### config.mk
export PLATFORM = sky130hd
export DESIGN_NAME = terminal_line_editor_history_flat
export DESIGN_NICKNAME = d
export VERILOG_FILES = /design/src/design/tle_pkg.sv /design/src/design/tle_rx_if.sv /design/src/design/tle_res_if.sv /design/src/design/tle_front.sv /design/src/design/tle_cmd_fifo.sv /design/src/design/tle_back.sv /design/src/design/terminal_line_editor_history.sv /design/src/flat_wrapper.sv
export SDC_FILE = /design/constraint.sdc
export NUM_CORES = 2
export LEC_CHECK = 0
export ABC_CLOCK_PERIOD_IN_PS = 8770
export BUFFER_PORTS_ARGS = -buffer_cell sky130_fd_sc_hd__buf_2
export CORE_ASPECT_RATIO = 0.7
export CORE_MARGIN = 2
export CORE_UTILIZATION = 30
export DETAILED_ROUTE_END_ITERATION = 12
export PLACE_DENSITY_LB_ADDON = 0.08
export SYNTH_ARGS = -nofsm -noshare
export SYNTH_HDL_FRONTEND = slang
export SYNTH_SLANG_ARGS = --single-unit
### constraint.sdc
create_clock -name clk -period 8.77 [get_ports clk]
set_clock_uncertainty 0.2 [all_clocks]
set_input_delay 1.754 -clock clk [delete_from_list [all_inputs] [get_ports clk]]
set_output_delay 1.754 -clock clk [all_outputs]
set_load 0.1 [all_outputs]
### src/design/tle_pkg.sv
// Shared types and constants of the terminal line editor.
package tle_pkg;

	localparam int LINE_CAP   = 32;
	localparam int HIST_DEPTH = 5;

	localparam int LEN_W  = $clog2(LINE_CAP);
	localparam int IDX_W  = LEN_W;
	localparam int SLOT_W = (HIST_DEPTH > 1) ? $clog2(HIST_DEPTH) : 1;
	localparam int FILL_W = $clog2(HIST_DEPTH + 1);

	localparam logic [7:0] CH_ESC  = 8'h1B;
	localparam logic [7:0] CH_BS   = 8'h08;
	localparam logic [7:0] CH_DEL  = 8'h7F;
	localparam logic [7:0] CH_CR   = 8'h0D;
	localparam logic [7:0] CH_LF   = 8'h0A;
	localparam logic [7:0] CH_SP   = 8'h20;
	localparam logic [7:0] CH_LBRK = 8'h5B;
	localparam logic [7:0] CH_UP   = 8'h41;
	localparam logic [7:0] CH_DOWN = 8'h42;
	localparam logic [7:0] CH_K    = 8'h4B;

	localparam logic [1:0] DEST_TERM = 2'd0;
	localparam logic [1:0] DEST_CMD  = 2'd1;
	localparam logic [1:0] DEST_END  = 2'd2;

	typedef enum logic [2:0] {
		OP_CHAR,
		OP_ERASE,
		OP_ENTER,
		OP_OLDER,
		OP_NEWER
	} op_t;

	typedef struct packed {
		op_t        op;
		logic [7:0] b;
	} cmd_t;

endpackage

### src/design/tle_rx_if.sv
// Received byte channel.
interface tle_rx_if;
	logic       valid;
	logic       ready;
	logic [7:0] rx_byte;

	modport source(output valid, output rx_byte, input ready);
	modport sink(input valid, input rx_byte, output ready);
endinterface

### src/design/tle_res_if.sv
// Result channel: terminal echo, command line bytes and end marker.
interface tle_res_if;
	logic       valid;
	logic       ready;
	logic [1:0] dest;
	logic [7:0] data;
	logic       last;

	modport source(output valid, output dest, output data, output last, input ready);
	modport sink(input valid, input dest, input data, input last, output ready);
endinterface

### src/design/tle_front.sv
// Front end: escape sequence parsing and byte classification into editor commands.
module tle_front
	import tle_pkg::*;
(
	input  logic       clk,
	input  logic       arst_n,
	tle_rx_if.sink     rx,
	output logic       cmd_vld,
	input  logic       cmd_rdy,
	output cmd_t       cmd
);

	typedef enum logic [1:0] {
		ST_TEXT,
		ST_ESC1,
		ST_ESC2
	} state_t;

	state_t state_q;
	logic   lbrk_q;
	logic   gen;
	logic   beat;

	assign rx.ready = cmd_rdy;
	assign beat     = rx.valid && cmd_rdy;

	always_comb begin
		gen    = 1'b0;
		cmd.b  = rx.rx_byte;
		cmd.op = OP_CHAR;
		case (state_q)
			ST_TEXT: begin
				if (rx.rx_byte == CH_ESC) begin
					gen = 1'b0;
				end else if (rx.rx_byte == CH_CR || rx.rx_byte == CH_LF) begin
					gen    = 1'b1;
					cmd.op = OP_ENTER;
				end else if (rx.rx_byte == CH_BS || rx.rx_byte == CH_DEL) begin
					gen    = 1'b1;
					cmd.op = OP_ERASE;
				end else begin
					gen    = 1'b1;
					cmd.op = OP_CHAR;
				end
			end
			ST_ESC2: begin
				if (lbrk_q && rx.rx_byte == CH_UP) begin
					gen    = 1'b1;
					cmd.op = OP_OLDER;
				end else if (lbrk_q && rx.rx_byte == CH_DOWN) begin
					gen    = 1'b1;
					cmd.op = OP_NEWER;
				end
			end
			default: gen = 1'b0;
		endcase
	end

	assign cmd_vld = rx.valid && gen;

	always_ff @(posedge clk or negedge arst_n) begin
		if (!arst_n) begin
			state_q <= ST_TEXT;
			lbrk_q  <= 1'b0;
		end else if (beat) begin
			case (state_q)
				ST_TEXT: begin
					if (rx.rx_byte == CH_ESC) state_q <= ST_ESC1;
				end
				ST_ESC1: begin
					lbrk_q  <= (rx.rx_byte == CH_LBRK);
					state_q <= ST_ESC2;
				end
				ST_ESC2: begin
					lbrk_q  <= 1'b0;
					state_q <= ST_TEXT;
				end
				default: state_q <= ST_TEXT;
			endcase
		end
	end

endmodule

### src/design/tle_cmd_fifo.sv
// Two-entry command queue between front end and back end.
module tle_cmd_fifo
	import tle_pkg::*;
(
	input  logic clk,
	input  logic arst_n,
	input  logic push_vld,
	output logic push_rdy,
	input  cmd_t push_cmd,
	output logic pop_vld,
	input  logic pop_rdy,
	output cmd_t pop_cmd
);

	cmd_t       ent_q [2];
	logic       wptr_q;
	logic       rptr_q;
	logic [1:0] cnt_q;
	logic       do_push;
	logic       do_pop;

	assign push_rdy = (cnt_q != 2'd2);
	assign pop_vld  = (cnt_q != 2'd0);
	assign pop_cmd  = ent_q[rptr_q];
	assign do_push  = push_vld && push_rdy;
	assign do_pop   = pop_vld && pop_rdy;

	always_ff @(posedge clk) begin
		if (do_push) ent_q[wptr_q] <= push_cmd;
	end

	always_ff @(posedge clk or negedge arst_n) begin
		if (!arst_n) begin
			wptr_q <= 1'b0;
			rptr_q <= 1'b0;
			cnt_q  <= 2'd0;
		end else begin
			if (do_push) wptr_q <= ~wptr_q;
			if (do_pop)  rptr_q <= ~rptr_q;
			case ({do_push, do_pop})
				2'b10:   cnt_q <= cnt_q + 2'd1;
				2'b01:   cnt_q <= cnt_q - 2'd1;
				default: cnt_q <= cnt_q;
			endcase
		end
	end

endmodule

### src/design/tle_back.sv
// Back end: edit line, history ring and result sequencing.
module tle_back
	import tle_pkg::*;
(
	input  logic      clk,
	input  logic      arst_n,
	input  logic      cmd_vld,
	output logic      cmd_rdy,
	input  cmd_t      cmd,
	tle_res_if.source res
);

	typedef enum logic [1:0] {
		ST_IDLE,
		ST_PRE,
		ST_STREAM,
		ST_FIN
	} state_t;

	typedef enum logic [1:0] {
		PRE_ECHO,
		PRE_ERASE,
		PRE_CRLF,
		PRE_CLEAR
	} pre_t;

	function automatic logic [7:0] pre_byte(pre_t kind, logic [1:0] k, logic [7:0] b);
		logic [7:0] r;
		r = b;
		case (kind)
			PRE_ECHO:  r = b;
			PRE_ERASE: r = (k == 2'd1) ? CH_SP : CH_BS;
			PRE_CRLF:  r = (k == 2'd0) ? CH_CR : CH_LF;
			PRE_CLEAR: begin
				case (k)
					2'd0:    r = CH_CR;
					2'd1:    r = CH_ESC;
					2'd2:    r = CH_LBRK;
					default: r = CH_K;
				endcase
			end
			default:   r = b;
		endcase
		return r;
	endfunction

	function automatic logic [1:0] pre_last(pre_t kind);
		logic [1:0] r;
		case (kind)
			PRE_ECHO:  r = 2'd0;
			PRE_ERASE: r = 2'd2;
			PRE_CRLF:  r = 2'd1;
			PRE_CLEAR: r = 2'd3;
			default:   r = 2'd0;
		endcase
		return r;
	endfunction

	function automatic logic [SLOT_W-1:0] wrap(logic [FILL_W:0] v);
		logic [FILL_W:0] r;
		r = (v >= (FILL_W+1)'(HIST_DEPTH)) ? v - (FILL_W+1)'(HIST_DEPTH) : v;
		return r[SLOT_W-1:0];
	endfunction

	// control state
	state_t            state_q;
	pre_t              pre_kind_q;
	logic [1:0]        pre_k_q;
	logic [7:0]        byte_q;
	logic              enter_q;
	logic              wr_hist_q;
	logic              wr_edit_q;
	logic [LEN_W-1:0]  cnt_q;
	logic [IDX_W-1:0]  idx_q;
	logic [SLOT_W-1:0] rd_slot_q;
	logic [SLOT_W-1:0] wr_slot_q;
	logic [LEN_W-1:0]  edit_len_q;
	logic [FILL_W-1:0] fill_q;
	logic [SLOT_W-1:0] oldest_q;
	logic              rec_on_q;
	logic [SLOT_W-1:0] rec_pos_q;
	logic [LEN_W-1:0]  hist_len_q [HIST_DEPTH];
	logic              out_vld_q;
	logic [1:0]        out_dest_q;
	logic [7:0]        out_data_q;
	logic              out_last_q;

	// storage
	logic [7:0]        edit_mem [LINE_CAP];
	logic [7:0]        hist_mem [HIST_DEPTH][LINE_CAP];
	logic [7:0]        edit_rd_s1;
	logic [7:0]        hist_rd_s1;

	logic              pop;
	logic              emit;
	logic              pre_done;
	logic              strm_done;
	logic [IDX_W-1:0]  raddr;
	logic              edit_we;
	logic [IDX_W-1:0]  edit_waddr;
	logic [7:0]        edit_wdata;
	logic              hist_we;

	logic              hist_full;
	logic [FILL_W-1:0] fill_m1;
	logic [SLOT_W-1:0] older_pos;
	logic              newer_load;
	logic [SLOT_W-1:0] rp_new;
	logic [FILL_W-1:0] logical;
	logic [SLOT_W-1:0] phys;
	logic [SLOT_W-1:0] push_slot;
	logic [1:0]        nxt_dest;
	logic [7:0]        nxt_data;
	logic              nxt_last;

	assign cmd_rdy = (state_q == ST_IDLE);
	assign pop     = cmd_vld && cmd_rdy;
	assign emit    = (state_q != ST_IDLE) && (!out_vld_q || res.ready);

	assign res.valid = out_vld_q;
	assign res.dest  = out_dest_q;
	assign res.data  = out_data_q;
	assign res.last  = out_last_q;

	// history ring addressing
	assign hist_full  = (fill_q == FILL_W'(HIST_DEPTH));
	assign fill_m1    = fill_q - 1'b1;
	assign older_pos  = !rec_on_q ? '0 :
		((FILL_W'(rec_pos_q) < fill_m1) ? rec_pos_q + 1'b1 : rec_pos_q);
	assign newer_load = rec_on_q && (rec_pos_q != '0);
	assign rp_new     = (cmd.op == OP_OLDER) ? older_pos : rec_pos_q - 1'b1;
	assign logical    = fill_m1 - FILL_W'(rp_new);
	assign phys       = wrap((FILL_W+1)'(oldest_q) + (FILL_W+1)'(logical));
	assign push_slot  = hist_full ? oldest_q :
		wrap((FILL_W+1)'(oldest_q) + (FILL_W+1)'(fill_q));

	assign pre_done  = (pre_k_q == pre_last(pre_kind_q));
	assign strm_done = (idx_q == cnt_q - 1'b1);

	always_comb begin
		nxt_dest = DEST_TERM;
		nxt_data = 8'h00;
		nxt_last = 1'b0;
		case (state_q)
			ST_PRE: begin
				nxt_data = pre_byte(pre_kind_q, pre_k_q, byte_q);
				nxt_last = pre_done && (cnt_q == '0) && !enter_q;
			end
			ST_STREAM: begin
				nxt_dest = enter_q ? DEST_CMD : DEST_TERM;
				nxt_data = enter_q ? edit_rd_s1 : hist_rd_s1;
				nxt_last = strm_done && !enter_q;
			end
			ST_FIN: begin
				nxt_dest = DEST_END;
				nxt_last = 1'b1;
			end
			default: nxt_last = 1'b0;
		endcase
	end

	// read address runs one ahead while streaming so each cycle yields a byte unless res stalls
	assign raddr = (state_q == ST_STREAM && emit) ? idx_q + 1'b1 : idx_q;

	always_comb begin
		edit_we    = 1'b0;
		edit_waddr = idx_q;
		edit_wdata = hist_rd_s1;
		if (pop && cmd.op == OP_CHAR && edit_len_q < LEN_W'(LINE_CAP - 1)) begin
			edit_we    = 1'b1;
			edit_waddr = edit_len_q;
			edit_wdata = cmd.b;
		end else if (state_q == ST_STREAM && emit && wr_edit_q) begin
			edit_we = 1'b1;
		end
	end

	assign hist_we = (state_q == ST_STREAM) && emit && wr_hist_q;

	always_ff @(posedge clk) begin
		if (edit_we) edit_mem[edit_waddr] <= edit_wdata;
		if (hist_we) hist_mem[wr_slot_q][idx_q] <= edit_rd_s1;
		edit_rd_s1 <= edit_mem[raddr];
		hist_rd_s1 <= hist_mem[rd_slot_q][raddr];
	end

	always_ff @(posedge clk or negedge arst_n) begin
		if (!arst_n) begin
			state_q    <= ST_IDLE;
			pre_kind_q <= PRE_ECHO;
			pre_k_q    <= 2'd0;
			byte_q     <= 8'h00;
			enter_q    <= 1'b0;
			wr_hist_q  <= 1'b0;
			wr_edit_q  <= 1'b0;
			cnt_q      <= '0;
			idx_q      <= '0;
			rd_slot_q  <= '0;
			wr_slot_q  <= '0;
			edit_len_q <= '0;
			fill_q     <= '0;
			oldest_q   <= '0;
			rec_on_q   <= 1'b0;
			rec_pos_q  <= '0;
			hist_len_q <= '{default: '0};
			out_vld_q  <= 1'b0;
			out_dest_q <= DEST_TERM;
			out_data_q <= 8'h00;
			out_last_q <= 1'b0;
		end else begin
			if (emit) begin
				out_vld_q  <= 1'b1;
				out_dest_q <= nxt_dest;
				out_data_q <= nxt_data;
				out_last_q <= nxt_last;
			end else if (res.ready) begin
				out_vld_q <= 1'b0;
			end

			case (state_q)
				ST_IDLE: begin
					if (pop) begin
						pre_k_q   <= 2'd0;
						idx_q     <= '0;
						byte_q    <= cmd.b;
						enter_q   <= 1'b0;
						wr_hist_q <= 1'b0;
						wr_edit_q <= 1'b0;
						cnt_q     <= '0;
						case (cmd.op)
							OP_CHAR: begin
								if (edit_len_q < LEN_W'(LINE_CAP - 1)) begin
									edit_len_q <= edit_len_q + 1'b1;
									pre_kind_q <= PRE_ECHO;
									state_q    <= ST_PRE;
								end
							end
							OP_ERASE: begin
								if (edit_len_q != '0) begin
									edit_len_q <= edit_len_q - 1'b1;
									pre_kind_q <= PRE_ERASE;
									state_q    <= ST_PRE;
								end
							end
							OP_ENTER: begin
								pre_kind_q <= PRE_CRLF;
								enter_q    <= 1'b1;
								cnt_q      <= edit_len_q;
								wr_slot_q  <= push_slot;
								rec_on_q   <= 1'b0;
								edit_len_q <= '0;
								state_q    <= ST_PRE;
								if (edit_len_q != '0) begin
									wr_hist_q             <= 1'b1;
									hist_len_q[push_slot] <= edit_len_q;
									if (hist_full) oldest_q <= wrap((FILL_W+1)'(oldest_q) + 1'b1);
									else fill_q <= fill_q + 1'b1;
								end
							end
							OP_OLDER, OP_NEWER: begin
								if (fill_q != '0) begin
									pre_kind_q <= PRE_CLEAR;
									state_q    <= ST_PRE;
									if (cmd.op == OP_OLDER || newer_load) begin
										rec_on_q   <= 1'b1;
										rec_pos_q  <= rp_new;
										rd_slot_q  <= phys;
										cnt_q      <= hist_len_q[phys];
										edit_len_q <= hist_len_q[phys];
										wr_edit_q  <= 1'b1;
									end else begin
										rec_on_q   <= 1'b0;
										edit_len_q <= '0;
									end
								end
							end
							default: state_q <= ST_IDLE;
						endcase
					end
				end
				ST_PRE: begin
					if (emit) begin
						if (!pre_done) pre_k_q <= pre_k_q + 2'd1;
						else if (cnt_q != '0) state_q <= ST_STREAM;
						else if (enter_q) state_q <= ST_FIN;
						else state_q <= ST_IDLE;
					end
				end
				ST_STREAM: begin
					if (emit) begin
						idx_q <= idx_q + 1'b1;
						if (strm_done) state_q <= enter_q ? ST_FIN : ST_IDLE;
					end
				end
				ST_FIN: begin
					if (emit) state_q <= ST_IDLE;
				end
				default: state_q <= ST_IDLE;
			endcase
		end
	end

endmodule

### src/design/terminal_line_editor_history.sv
// Top level of the terminal line editor with command history.
//
//  channel | dir | beat payload           | meaning
//  rx      | in  | rx_byte[7:0]           | one byte received from the terminal
//  res     | out | dest[1:0] data[7:0] last | echo byte, command byte or end marker
//
// Each result beat takes one cycle when res is not stalled. The back end takes a
// command only when idle, then sends CR ESC [ K and the n bytes for a recall, CR LF,
// n bytes and an end marker for an enter, the echo byte, or BS SP BS for an erase.
// The front end classifies one byte per cycle into a two-entry command queue;
// rx stalls only while that queue is full. A stalled res holds the back end.
// Reset is asynchronous and clears all control state; no clearing pass is needed.
module terminal_line_editor_history
	import tle_pkg::*;
(
	input  logic      clk,
	input  logic      arst_n,
	tle_rx_if.sink    rx,
	tle_res_if.source res
);

	logic f_vld;
	logic f_rdy;
	cmd_t f_cmd;
	logic b_vld;
	logic b_rdy;
	cmd_t b_cmd;

	tle_front u_front (
		.clk     (clk),
		.arst_n  (arst_n),
		.rx      (rx),
		.cmd_vld (f_vld),
		.cmd_rdy (f_rdy),
		.cmd     (f_cmd)
	);

	tle_cmd_fifo u_fifo (
		.clk      (clk),
		.arst_n   (arst_n),
		.push_vld (f_vld),
		.push_rdy (f_rdy),
		.push_cmd (f_cmd),
		.pop_vld  (b_vld),
		.pop_rdy  (b_rdy),
		.pop_cmd  (b_cmd)
	);

	tle_back u_back (
		.clk     (clk),
		.arst_n  (arst_n),
		.cmd_vld (b_vld),
		.cmd_rdy (b_rdy),
		.cmd     (b_cmd),
		.res     (res)
	);

endmodule
### src/flat_wrapper.sv
// flat-port wrapper written by rule: the top's interface ports become plain ports
module terminal_line_editor_history_flat import tle_pkg::*;
  (clk, arst_n, rx_valid, rx_rx_byte, rx_ready, res_valid, res_dest, res_data, res_last, res_ready);
  tle_rx_if rx_i ();
  tle_res_if res_i ();
  input  logic clk;
  input  logic arst_n;
  input wire logic [$bits(rx_i.valid)-1:0] rx_valid;
  input wire logic [$bits(rx_i.rx_byte)-1:0] rx_rx_byte;
  output wire logic [$bits(rx_i.ready)-1:0] rx_ready;
  output wire logic [$bits(res_i.valid)-1:0] res_valid;
  output wire logic [$bits(res_i.dest)-1:0] res_dest;
  output wire logic [$bits(res_i.data)-1:0] res_data;
  output wire logic [$bits(res_i.last)-1:0] res_last;
  input wire logic [$bits(res_i.ready)-1:0] res_ready;
  assign rx_i.valid = rx_valid;
  assign rx_i.rx_byte = rx_rx_byte;
  assign rx_ready = rx_i.ready;
  assign res_valid = res_i.valid;
  assign res_dest = res_i.dest;
  assign res_data = res_i.data;
  assign res_last = res_i.last;
  assign res_i.ready = res_ready;
  terminal_line_editor_history u_core (.clk(clk), .arst_n(arst_n), .rx(rx_i), .res(res_i));
endmodule
[Word level (Yosys, flattened, before mapping)]
Memory sizes are Yosys's and may differ from the RTL's. A register that Yosys moved wholly into a read port is not among the register bits.
Index checks and enable logic that the tools add are counted.
Storage, ports and cells
  input port bits: 12
  register bits after elaboration: 100
  memory bits (writable): 1558
  memories kept: 3
Memories
  u_core.u_back.hist_mem: words 5, width 256, rd ports 1, clocked after memory_dff 0, write ports 1, line tle_back.sv:90  | logic [7:0] hist_mem [HIST_DEPTH][LINE_CAP];
  u_core.u_back.edit_mem: words 32, width 8, rd ports 1, clocked after memory_dff 1, write ports 1, line tle_back.sv:89  | logic [7:0] edit_mem [LINE_CAP];
  u_core.u_fifo.ent_q: words 2, width 11, rd ports 1, clocked after memory_dff 0, write ports 1, line tle_cmd_fifo.sv:15  | cmd_t ent_q [2];
Operators by class
  $add $sub $neg: 18
  eq/ne operators: 42
  multiplexer cells: 93
  order comparisons: 11
  reduce and logical (&&, ||, !) cells: 57
  bitwise gates (word level): 7
Operator list (count)
  $mux 256: 1
  $mux 5: 12
  $bmux 8 s5: 1
  $demux 8 s5: 1
  $mux 8: 5
  $mux 2: 19
  $eq 8x7->1 const B: 4
  $pmux 2 s4: 4
  $pmux 8 s4: 1
  $mux 3: 10
  $bwmux 25: 1
  $eq 8x4->1 const B: 3
  $ne 2x2->1 const B: 11
  $mux 1: 21
  $pmux 7 s3: 1
  $pmux 5 s2: 2
  $pmux 5 s4: 1
  $logic_and 1x1->1: 18
  $pmux 2 s2: 4
  $pmux 8 s2: 1
  $reduce_bool 2->1: 8
  $bmux 5 s3: 1
  $demux 5 s3: 1
  $reduce_and 5->1: 3
  other kinds (48): 94

[Longest topological paths before layout]
  depth in word-level cells: 16
  gate-level depth with buffers: 23
  depth with buffers taken out: 23

[By module]
Synthesis repeated with hierarchy kept, for this count alone.
Unflattened totals
  cells, all modules: 3419
  area, all modules: 67146.9 µm²
By module, submodules not included
  tle_back: seq. area each 48571.6 µm², area each 65760.6 µm², cells each 3320, instances 1
  tle_cmd_fifo: seq. area each 760.7 µm², area each 987.2 µm², cells each 51, instances 1
  tle_front: seq. area each 75.1 µm², area each 399.1 µm², cells each 48, instances 1

[Worst setup path before layout]
No wires, ideal clock.
  kind: reg2reg
  start point: register u_core.u_back.fill_q[0]
  end point: register u_core.u_back.cnt_q[1]
  required time: 8.431 ns
  library setup time: 0.139 ns
  clock period less this slack: 5.098 ns
  arrival time: 4.759 ns
  path buffers: 1
  path slack: 3.672 ns
  cell stages (with the launch flop): 22
  path through: dfrtp_1 > inv_1 > ha_1 > ha_1 > o21a_1 > o21ai_0 > nand2b_1 > and3_1 > o21ai_0 > o21ai_0 > ha_1 > fa_1 > fa_1 > ha_1 > nand2b_1 > a221oi_1 > mux2i_1 > clkbuf_1 > nor2b_1 > o21ai_0 > nand3b_1 > o221ai_1
Between the ends
  longest elaborated chain between the ends: 16
  elaborated cells between the ends (all ways): 18
RTL lines
  from (decl): line tle_back.sv:78  | logic [FILL_W-1:0] fill_q;
  from (signal assigned): line tle_back.sv:257  | else fill_q <= fill_q + 1'b1;
  $sub 3x1->3 *: line tle_back.sv:127  | assign fill_m1 = fill_q - 1'b1;
  via u_core.u_back.fill_m1[0]: line tle_back.sv:105  | logic [FILL_W-1:0] fill_m1;
  $lt 3x3->1 *: line tle_back.sv:129  | ((FILL_W'(rec_pos_q) < fill_m1) ? rec_pos_q + 1'b1 : rec_pos_q);
  $mux 3 *: line tle_back.sv:129
  $mux 3 *: line tle_back.sv:128  | assign older_pos = !rec_on_q ? '0 :
  $mux 3 *: line tle_back.sv:131  | assign rp_new = (cmd.op == OP_OLDER) ? older_pos : rec_pos_q - 1'b1;
  via u_core.u_back.rp_new[0]: line tle_back.sv:108  | logic [SLOT_W-1:0] rp_new;
  $sub 3x3->3 *: line tle_back.sv:132  | assign logical = fill_m1 - FILL_W'(rp_new);
  $add 3x3->4 *: line tle_back.sv:133  | assign phys = wrap((FILL_W+1)'(oldest_q) + (FILL_W+1)'(logical));
  $ge 4x3->1 or $sub 3x3->3 (tied branches): line tle_back.sv:61  | r = (v >= (FILL_W+1)'(HIST_DEPTH)) ? v - (FILL_W+1)'(HIST_DEPTH) : v;
  $mux 3 *: line tle_back.sv:61
  $not 3->4 (implied by the code) *: line tle_back.sv:268  | cnt_q <= hist_len_q[phys];
  $bmux 5 s3 *: line tle_back.sv:268
  $mux 5 (implied by the code) * (2 in series): line tle_back.sv:268
  $mux 5 *: line tle_back.sv:264  | if (cmd.op == OP_OLDER || newer_load) begin
  $mux 5 *: line tle_back.sv:261  | if (fill_q != '0) begin
  $pmux 5 s2 *: line tle_back.sv:230  | case (cmd.op)
  to (signal assigned): line tle_back.sv:248  | cnt_q <= edit_len_q;
  to (signal assigned): line tle_back.sv:268
  to (decl): line tle_back.sv:73  | logic [LEN_W-1:0] cnt_q;
The timed path passes the listed nets; every way through them passes the cells marked *. The select of a mux whose other input is x is not followed.
A chain may end at the register's enable or synchronous reset.

[Final worst setup path]
  start point: register u_core.u_fifo.rptr_q
  end point: register u_core.u_back.edit_len_q[3]
Between the ends
  longest elaborated chain between the ends: 14
  elaborated cells between the ends (all ways): 26
RTL lines
  from (decl): line tle_cmd_fifo.sv:17  | logic rptr_q;
  from (signal assigned): line tle_cmd_fifo.sv:39  | if (do_pop) rptr_q <= ~rptr_q;
  $mem_v2 2x11 *
  $eq 3x2->1 *: line tle_back.sv:131
  $mux 3 *: line tle_back.sv:131
  via u_core.u_back.rp_new[0]: line tle_back.sv:108
  $sub 3x3->3 *: line tle_back.sv:132
  $add 3x3->4 *: line tle_back.sv:133
  $ge 4x3->1 or $sub 3x3->3 (tied branches): line tle_back.sv:61
  $mux 3 *: line tle_back.sv:61
  $not 3->4 (implied by the code) *: line tle_back.sv:269  | edit_len_q <= hist_len_q[phys];
  $bmux 5 s3 *: line tle_back.sv:269
  $mux 5 (implied by the code) * (2 in series): line tle_back.sv:269
  $mux 5 *: line tle_back.sv:264
  $mux 5 *: line tle_back.sv:261
  $pmux 5 s4 *: line tle_back.sv:230
  to (signal assigned): line tle_back.sv:233  | edit_len_q <= edit_len_q + 1'b1;
  to (signal assigned): line tle_back.sv:240  | edit_len_q <= edit_len_q - 1'b1;
  to (signal assigned): line tle_back.sv:269
  to (decl): line tle_back.sv:77  | logic [LEN_W-1:0] edit_len_q;
Marks and branches as above.

==> flow_summary.ini <==
[cts]
htree_levels = 4
cts.path.max_buffers = 4
insertion_delay_ps = 830
cts_tree = yes
cts_inserted_buffers = 180
root_buffer = clkbuf_16
cts_hold_buf = 0
post_cts_buffers = 0
clk_pin_slew_worst_paths_ps = 60
post_cts_resize_count = 0
cts.sinks = 1666

[sta]
setup_viol = 0
slew_headroom_pct = 13.6
period_needed_ps = 5860
finalHoldViolations = 0
fin_crit_sh_pct = 66.9
tightest_slew_ps = 1300
setup_ws_ps = 2910
tns_ps = 0
rsz0062_at_grt = false
maxSlewViolCount = 0
fmax_mhz = 171

[detailed_routing]
routedWlPerCell_um = 29.9
topRoutingLayerUsed = met5
wl_met2_mm = 82.8
drtIter0Drc = 3580
met1Wirelength_mm = 94.8
drtPass1Iterations = 5
routed-wl-met3_mm = 13.9
drt-total-wl_mm = 196
viasPerCell = 5.12
drtAntennaViolNets = 0
via_count = 33600
drc = 0

[finish]
utilization_pct = 34.4
regArea_um2 = 49400
final_area_um2 = 75900
multi_input_area_um2 = 16400
n_fill_cell = 20700
nNetsFinal = 3559
drive_gt1_share_pct = 23.7
area_growth_pct = 13.9

[place]
port-buffer-count = 24
dp_slack_ps = 2950
gp_congestion = 0.779
dpl_cell_area_um2 = 70400
dp_hpwl_mm = 122

[synth]
synth_compound_area_share_pct = 2.59
syn_nets = 3457
synth_seq_cells = 1666
synthArstFlopShare_pct = 5.52
synthMuxAreaShare_pct = 16.2
synth_top_family_by_area = multiplexers
synth_xor_area_share_pct = 0.524
yosysTopAreaCell = edfxtp_1
synth_edf_count = 1558
synth-simple-area-share_pct = 4.14
ys.flop_type = edfxtp_1
avgSynthCellArea_um2 = 19.6
synth_top_area_share_pct = 70.2
synth_most_common_cell = edfxtp_1
synthTopCellsByArea = edfxtp_1 (70%), mux4_2 (15%), dfrtp_1 (3.5%), nand2_1 (1.5%), nor2_1 (1.4%)
synth_commonest_cells = edfxtp_1 (1558), mux4_2 (439), nand2_1 (267)
synthCells = 3399
netlist_area_um2 = 66700
yosysSeqAreaShare_pct = 74.1
synthDistinctLibCells = 70
yosys.area_share.adder_pct = 0.908
yosysWarnings = 0

[floorplanning]
die_w_um = 567
start_util_pct = 30.2
row_count = 144
chipHeight_um = 398
core_area_um2 = 221000
ios = 25
fp.dieArea_um2 = 226000

[worst_setup_path]
cp-end-kind = flip-flop
worstPathMaxFanout = 18
arrival_ps = 6390
startpoint_type = flip-flop
crit_type = flip-flop to flip-flop
worstPathRequired_ps = 9290

[global_route]
grt_usage_pct = 17.2
grt_start_max_net_pins = 101
grt_pass1_wl_mm = 274
antenna_found_initial = 17
grt_pass1_vias = 34300
overflow = 0

[pwr]
leakage_nw = 23.6
p_per_area_nw_per_um2 = 305
peakVddDrop_v = 0.000251

[flow_run]
maxCapViolations = 0

[min_path]
hp-class = flip-flop to flip-flop

[run_status]
outcome = complete, no violations
## critical path, stage by stage, from the launching register on
cell      delay [ps]
dfrtp_1          930
mux2i_1          490
nor2_1           230
and3_1           230
o21ai_0          150
o21ai_0          150
ha_1             240
fa_1             560
fa_1             480
ha_1             250
nand2b_1          80
a221oi_1         110
xnor2_1          910
a22oi_1          240
o22ai_1          250
nand3b_1         160
o211ai_1         120
## cell type report
| class | count | area share, % |
|---|---|---|
| Timing Repair Buffer | 94 | 0.969 |
| Clock buffer | 230 | 6.29 |
| Antenna cell | 6 | 0.0198 |
| Tap cell | 2920 | 4.81 |
| Sequential cell | 1666 | 65.1 |
| Inverter | 37 | 0.186 |
| Clock inverter | 87 | 1.00 |
| Multi-Input combinational cell | 1522 | 21.6 |
## logic make-up after synthesis
logic type      after synthesis
compound gates              263
flops                      1666
buf+inv                     211
mux                         520
xor+xnor                     39
fa+ha+maj                    46
simple gates                654
## layout by cell type (no fill, tap or decap), types with 14 or more instances in the layout
| cell type | count |
|---|---|
| nor3_1 | 23 |
| buf_4 | 64 |
| ha_1 | 42 |
| mux2_2 | 36 |
| nor2_1 | 254 |
| clkbuf_16 | 182 |
| o22ai_1 | 22 |
| inv_1 | 36 |
| clkbuf_1 | 44 |
| mux4_2 | 439 |
| xnor2_1 | 20 |
| edfxtp_1 | 1558 |
| nand2b_1 | 14 |
| mux2i_1 | 43 |
| a31oi_1 | 14 |
| clkinv_1 | 29 |
| buf_2 | 23 |
| nand3_1 | 32 |
| a22oi_1 | 36 |
| a21oi_1 | 44 |
| o21ai_0 | 60 |
| nand2_1 | 264 |
| dfrtp_1 | 90 |
| clkinv_2 | 35 |
## worst paths after layout
path	startpoint	end	slack, ps	depth (start not counted)
worst max register to register	u_core.u_fifo.rptr_q$_DFFE_PN0P_	u_core.u_back.edit_len_q[3]$_DFFE_PN0P_	2910	16
worst max-delay path	u_core.u_fifo.rptr_q$_DFFE_PN0P_	u_core.u_back.edit_len_q[3]$_DFFE_PN0P_	2910	16
worst min-delay path	u_core.u_back.byte_q[5]$_DFFE_PN0P_	u_core.u_back.byte_q[5]$_DFFE_PN0P_	280	2
min in group asynchronous	arst_n	u_core.u_back.res.data[1]$_DFFE_PN0P_	740	1
max in group asynchronous	arst_n	u_core.u_back.rd_slot_q[1]$_DFFE_PN0P_	6180	2
worst min register to register	u_core.u_back.byte_q[5]$_DFFE_PN0P_	u_core.u_back.byte_q[5]$_DFFE_PN0P_	280	2
## stage by stage
step                cells  total power, W  hold slack [ps]
floorplan            3399          0.0137              241
global placement     6239          0.0160              263
detailed placement   6239          0.0160              269
CTS                  6556          0.0234              283
global route         6557          0.0242              308
finish               6562          0.0232              282
## sequential cells by signal, summed over array words and instances (netlist names), 2 cells and up
name	cells
u_core.u_back.edit_mem	256
u_core.u_back.edit_len_q	5
u_core.u_back.hist_rd_s1	8
u_core.u_back.oldest_q	3
u_core.u_back.pre_kind_q	2
u_core.u_back.hist_len_q	25
u_core.u_back.cnt_q	5
u_core.u_back.hist_mem	1280
u_core.u_back.byte_q	8
u_core.u_back.idx_q	5
u_core.u_back.wr_slot_q	3
u_core.u_back.fill_q	3
u_core.u_back.pre_k_q	2
u_core.u_back.rd_slot_q	3
u_core.u_front.state_q	2
u_core.u_back.edit_rd_s1	8
u_core.u_back.res.data	8
u_core.u_back.rec_pos_q	3
u_core.u_back.res.dest	2
u_core.u_fifo.cnt_q	2
u_core.u_fifo.ent_q	22
u_core.u_back.state_q	2
## power breakdown
| group | leakage, nW | total, W | switching [W] | internal, W |
|---|---|---|---|---|
| sequential | 15.4 | 0.0100 | 0.000456 | 0.00954 |
| combinational | 5.53 | 0.00581 | 0.00381 | 0.00200 |
| clock | 2.71 | 0.00735 | 0.00313 | 0.00422 |
## metal layers
layer,vias up,GRT usage [%]
met5,-,0
met4,4,3.95
met3,268,3.83
met2,1082,24.6
met1,18200,26.5
li1,14000,-
No activity file was read; power rests on OpenSTA's default activity.
